===== src/sv/owrjf_pkg.sv =====
// Shared types and constants for the overwriting ring buffer with JSON framer.
package owrjf_pkg;

  typedef enum logic [1:0] {
    ACT_WRITE = 2'd0,
    ACT_READ  = 2'd1,
    ACT_JSON  = 2'd2,
    ACT_STATS = 2'd3
  } action_t;

  typedef enum logic [1:0] {
    STAT_OK      = 2'd0,
    STAT_EMPTY   = 2'd1,
    STAT_NO_OBJ  = 2'd2,
    STAT_INVALID = 2'd3
  } status_t;

  typedef enum logic [2:0] {
    S_IDLE,
    S_EXEC,
    S_SCAN,
    S_EMIT,
    S_FAIL
  } fsm_t;

  typedef struct packed {
    logic clear;
    logic step;
  } scan_ctl_t;

  localparam logic [7:0] CH_LBRACE = 8'h7B;
  localparam logic [7:0] CH_RBRACE = 8'h7D;
  localparam logic [7:0] CH_QUOTE  = 8'h22;
  localparam logic [7:0] CH_BSLASH = 8'h5C;

endpackage


===== src/sv/owrjf_scan.sv =====
// JSON scanner: brace depth, string and escape tracking, one byte a step.
module owrjf_scan #(
  parameter int DW = 7
) (
  input  logic                 clk,
  input  logic                 rst,
  input  owrjf_pkg::scan_ctl_t ctl,
  input  logic [7:0]           ch,
  output logic                 closes
);

  import owrjf_pkg::*;

  logic [DW-1:0] depth, depth_next;
  logic          started, started_next;
  logic          in_str, in_str_next;
  logic          esc, esc_next;

  always_comb begin
    depth_next   = depth;
    started_next = started;
    in_str_next  = in_str;
    esc_next     = esc;
    closes       = 1'b0;
    if (ctl.clear) begin
      depth_next   = '0;
      started_next = 1'b0;
      in_str_next  = 1'b0;
      esc_next     = 1'b0;
    end else if (ctl.step) begin
      if (esc) begin
        esc_next = 1'b0;
      end else if (ch == CH_BSLASH) begin
        esc_next = 1'b1;
      end else if (ch == CH_QUOTE) begin
        in_str_next = !in_str;
      end else if (!in_str) begin
        if (ch == CH_LBRACE) begin
          depth_next   = depth + DW'(1);
          started_next = 1'b1;
        end else if (ch == CH_RBRACE && started) begin
          depth_next = depth - DW'(1);
          closes     = (depth == DW'(1));
        end
      end
    end
  end

  always_ff @(posedge clk) begin
    if (rst) begin
      depth   <= '0;
      started <= 1'b0;
      in_str  <= 1'b0;
      esc     <= 1'b0;
    end else begin
      depth   <= depth_next;
      started <= started_next;
      in_str  <= in_str_next;
      esc     <= esc_next;
    end
  end

endmodule


===== config.mk =====
export PLATFORM = sky130hd
export DESIGN_NAME = owrjf_scan
export DESIGN_NICKNAME = d
export VERILOG_FILES = /design/src/sv/owrjf_pkg.sv /design/src/sv/owrjf_scan.sv
export SDC_FILE = /design/constraint.sdc
export NUM_CORES = 1
export LEC_CHECK = 0
export BUFFER_PORTS_ARGS = -buffer_cell sky130_fd_sc_hd__buf_2
export CAP_MARGIN = 25
export CELL_PAD_IN_SITES_DETAIL_PLACEMENT = 0
export CELL_PAD_IN_SITES_GLOBAL_PLACEMENT = 1
export CORE_MARGIN = 2
export CORE_UTILIZATION = 42
export DETAILED_ROUTE_END_ITERATION = 6
export GPL_TIMING_DRIVEN = 0
export PLACE_DENSITY = 0.87
export SLEW_MARGIN = 30
export SYNTH_ARGS = -nofsm -noshare
export SYNTH_HDL_FRONTEND = slang
export SYNTH_SLANG_ARGS = --single-unit
export TNS_END_PERCENT = 30

===== constraint.sdc =====
create_clock -name clk -period 3.04 [get_ports clk]
set_input_delay 0.152 -clock clk [delete_from_list [all_inputs] [get_ports clk]]
set_output_delay 0.152 -clock clk [all_outputs]
set_load 0.005 [all_outputs]

==> implementation parameters <==
Parameter                              Value

Synth
  Multiplexer area fraction after synthesis    0.0670
  Synthesized netlist cell count    89
  Main combinational cell family by area after synthesis    simple AND/OR/NAND/NOR gates
  Fraction of the yosys area taken by sequential cells    0.268
  Total of warnings raised by yosys    0
  Register bit total from synthesis    10
  Post-synthesis cell type count    35
  Xor and xnor fraction of the mapped netlist area    0.0235
  Cell types occupying the most area after synthesis    sky130_fd_sc_hd__dfxtp_1, sky130_fd_sc_hd__mux2i_1, sky130_fd_sc_hd__ha_1, sky130_fd_sc_hd__a21oi_1, sky130_fd_sc_hd__or3_1
  Compound-Gate Fraction of Synth Area    0.142
  Average cell area after synthesis    8.39 um2
  Syn nets    104
  Summed instance area of the synthesized netlist    747 um2
  Dominant cell type by area after synthesis    sky130_fd_sc_hd__dfxtp_1
  Post-synth top area share    0.268
  Adder-cell share of the synthesized area    0.0503
  Simple-gate share of the synthesized area    0.414

Timing
  Setup clock skew after layout    0.00823 ns
  Transition time at the pin with the least slew margin    between 0.3 and 0.4 ns
  Final Hold Slack    0.201 ns
  Hold Fails Final Rpt    0
  Final count of negative-setup-slack endpoints    0
  RSZ-0062 raised after global routing    no
  Period utilization    0.558
  Final Critical Period    approximately 1.7 ns
  Total Negative Setup Slacks    0 ns
  Headroom to the max-slew limit    0.741
  Final WS setup    1.34 ns
  Fmax    about 590 MHz
  Total count of max-transition violations in the final report    0

Critical path
  Critical register-to-register path startpoint    depth[2]
  Worst Setup Path Type    reg -> out
  Depth of the worst register-to-register path    5
  Worst setup path startpoint    depth[2]
  Worst-path fanout max    9
  Worst Setup EP    closes
  Required time reported for the critical path endpoint    2.89 ns
  CP startpoint kind    flip-flop
  Critical Path End Type    primary output
  R2R Path End    depth[6]
  Signal arrival time at the worst endpoint    between 1.5 and 2 ns
  Worst reg-to-reg setup slack    1.51 ns

Final layout
  FILL cells    163
  Leading cell types in the layout, fill and taps excluded    sky130_fd_sc_hd__buf_2, sky130_fd_sc_hd__dfxtp_1, sky130_fd_sc_hd__nor2_1, sky130_fd_sc_hd__a21oi_1, sky130_fd_sc_hd__nand2_1
  Number of nets at the end of the flow    between 100 and 150
  Reg area    about 200 um2
  Synthesis-to-finish area growth    15.2%
  Area of the multi-input gates    520 um2
  Inserted Diodes    0
  End-of-flow core utilization    0.504
  Most frequent standard cell in the layout excluding fill and tap cells    sky130_fd_sc_hd__buf_2
  Share of post-route cells with drive strength above 1    0.192

Route
  Initial DRT Pass Iterations    4
  Initial DRC count    26
  Post-Route WL    1630 um
  Detail-routed via count per cell    about 5.6
  Drc violations    0
  WL/cell    approximately 13 um
  Count of antenna-violating nets left after detailed routing    0
  Vias    727

Flow run
  Max-cap check violation count    0

Place
  Sum of net half-perimeters after detailed placement    1200 um
  Worst Setup Slack post-DPL    roughly 1.5 ns
  Final RePlAce weighted congestion    between 0.7 and 0.8
  Buffers on Ports    12

Floorplanning
  # IOs    13
  Die width    about 46 um
  Count of standard-cell rows    15
  Effective utilization at floorplan    0.437
  Area inside the core boundary    1710 um2
  Floorplan die height    46.2 um
  Die area    2130 um2

Min path
  Startpoint of the tightest hold check path    ctl[0]
  Worst hold-check path type    in -> reg

Global routing
  Pin count of the biggest net entering global routing    10
  Global-route usage over all layers    0.186
  Vias in the first global route    about 620
  Wire length of the first global-routing pass    approximately 2800 um
  Final global-route overflow total    0
  Number of antenna violations at the first check in global routing    0

Power
  Largest voltage drop on the vdd net    between 200 and 250 uV
  Leak Pwr    0.309 nW
  Power density over the cells    between 200 and 300 nW/um2

Clocking
  CTS-repair resized insts    0
  Clock transition at path regs    0.07 ns
  Num Clock Sinks    10
  Library cell used as clock root buffer    sky130_fd_sc_hd__clkbuf_4
  # hold bufs at CTS    0
  Buffer levels on the longest clock path    2
  CTS tree    built
  Clock latency of the later-clocked register in the worst-skew pair    0.27 ns
  TritonCTS buffer count    3
  H-Tree Depth    1
  Post-CTS repair timing setup buffer count    0

Outcome
  Status    finished, final reports clean
power breakdown:
group          leakage [nW]  total, mW  switching [mW]  internal [mW]
registers            0.0805      0.131        0.000117          0.131
logic                 0.214     0.0306          0.0170         0.0136
clock network        0.0138     0.0905          0.0448         0.0457
state kept, by name (all words and copies together), names as in the netlist:
name     count
depth        7
esc          1
in_str       1
started      1
logic make-up after synthesis:
logic type / count (synthesis)
AOI/OAI and AO/OA: 15
buffers and inverters: 5
adders and majority gates: 3
DFF: 10
muxes: 5
and+or+nand+nor: 49
xor gates and xnor gates: 2
cell usage after synthesis, drive strengths merged:
library cell,number
o21ai,3
nor2,7
and3,2
nand4b,2
nor3b,1
ha,3
nor4b,1
or3,5
nor2b,2
nand4,4
a31oi,1
and3b,1
nand2b,1
or3b,1
nand4bb,1
nor4bb,1
nor3,3
o211ai,2
inv,2
nand2,6
o2111ai,2
or2,1
xnor2,1
mux2i,5
and4b,1
nand3,4
xor2,1
and4,2
buf,1
nor4,2
clkbuf,2
dfxtp,10
a21oi,7
and2,1
routing by layer:
| layer | up-vias | part of all wire | GRT usage | wire length (um) |
|---|---|---|---|---|
| li1 | 367 | - | - | - |
| met1 | 339 | 0.52 | 0.265 | 842 |
| met2 | 16 | 0.42 | 0.258 | 681 |
| met3 | 5 | 0.044 | 0.0471 | 71 |
| met4 | 0 | 0.018 | 0.0857 | 29 |
| met5 | - | 0 | 0 | 0 |
worst max-delay path: stages, from the launching register on:
cell	delay [ns]
sky130_fd_sc_hd__dfxtp_1	0.30
sky130_fd_sc_hd__clkbuf_1	0.18
sky130_fd_sc_hd__nor4_1	0.43
sky130_fd_sc_hd__nand4_1	0.14
sky130_fd_sc_hd__nor2_1	0.11
sky130_fd_sc_hd__buf_2	0.12
per-stage QoR:
step	total power, mW	cells	cell area, um2
after floorplan	0.149	89	747
after global placement	0.164	126	838
after detailed placement	0.164	126	838
after CTS	0.254	129	861
after global routing	0.263	129	861
final	0.252	129	861
worst min path at each step:
| stage | cells past startpoint | to | slack [ns] |
|---|---|---|---|
| floorplan | 2 | esc | 0.33 |
| global placement | 2 | started | 0.45 |
| detailed placement | 2 | started | 0.46 |
| CTS | 3 | esc | 0.19 |
| global route | 3 | esc | 0.23 |
| finish | 3 | esc | 0.20 |
cell type report:
| cell class | count | area share |
|---|---|---|
| buffer | 3 | 0.0218 |
| clock buffer | 3 | 0.0262 |
| inverter | 2 | 0.00872 |
| multi-input combinational | 74 | 0.605 |
| sequential | 10 | 0.233 |
| tap | 25 | 0.0363 |
| timing repair buffer | 12 | 0.0698 |
(Power assumes the default switching activity.)
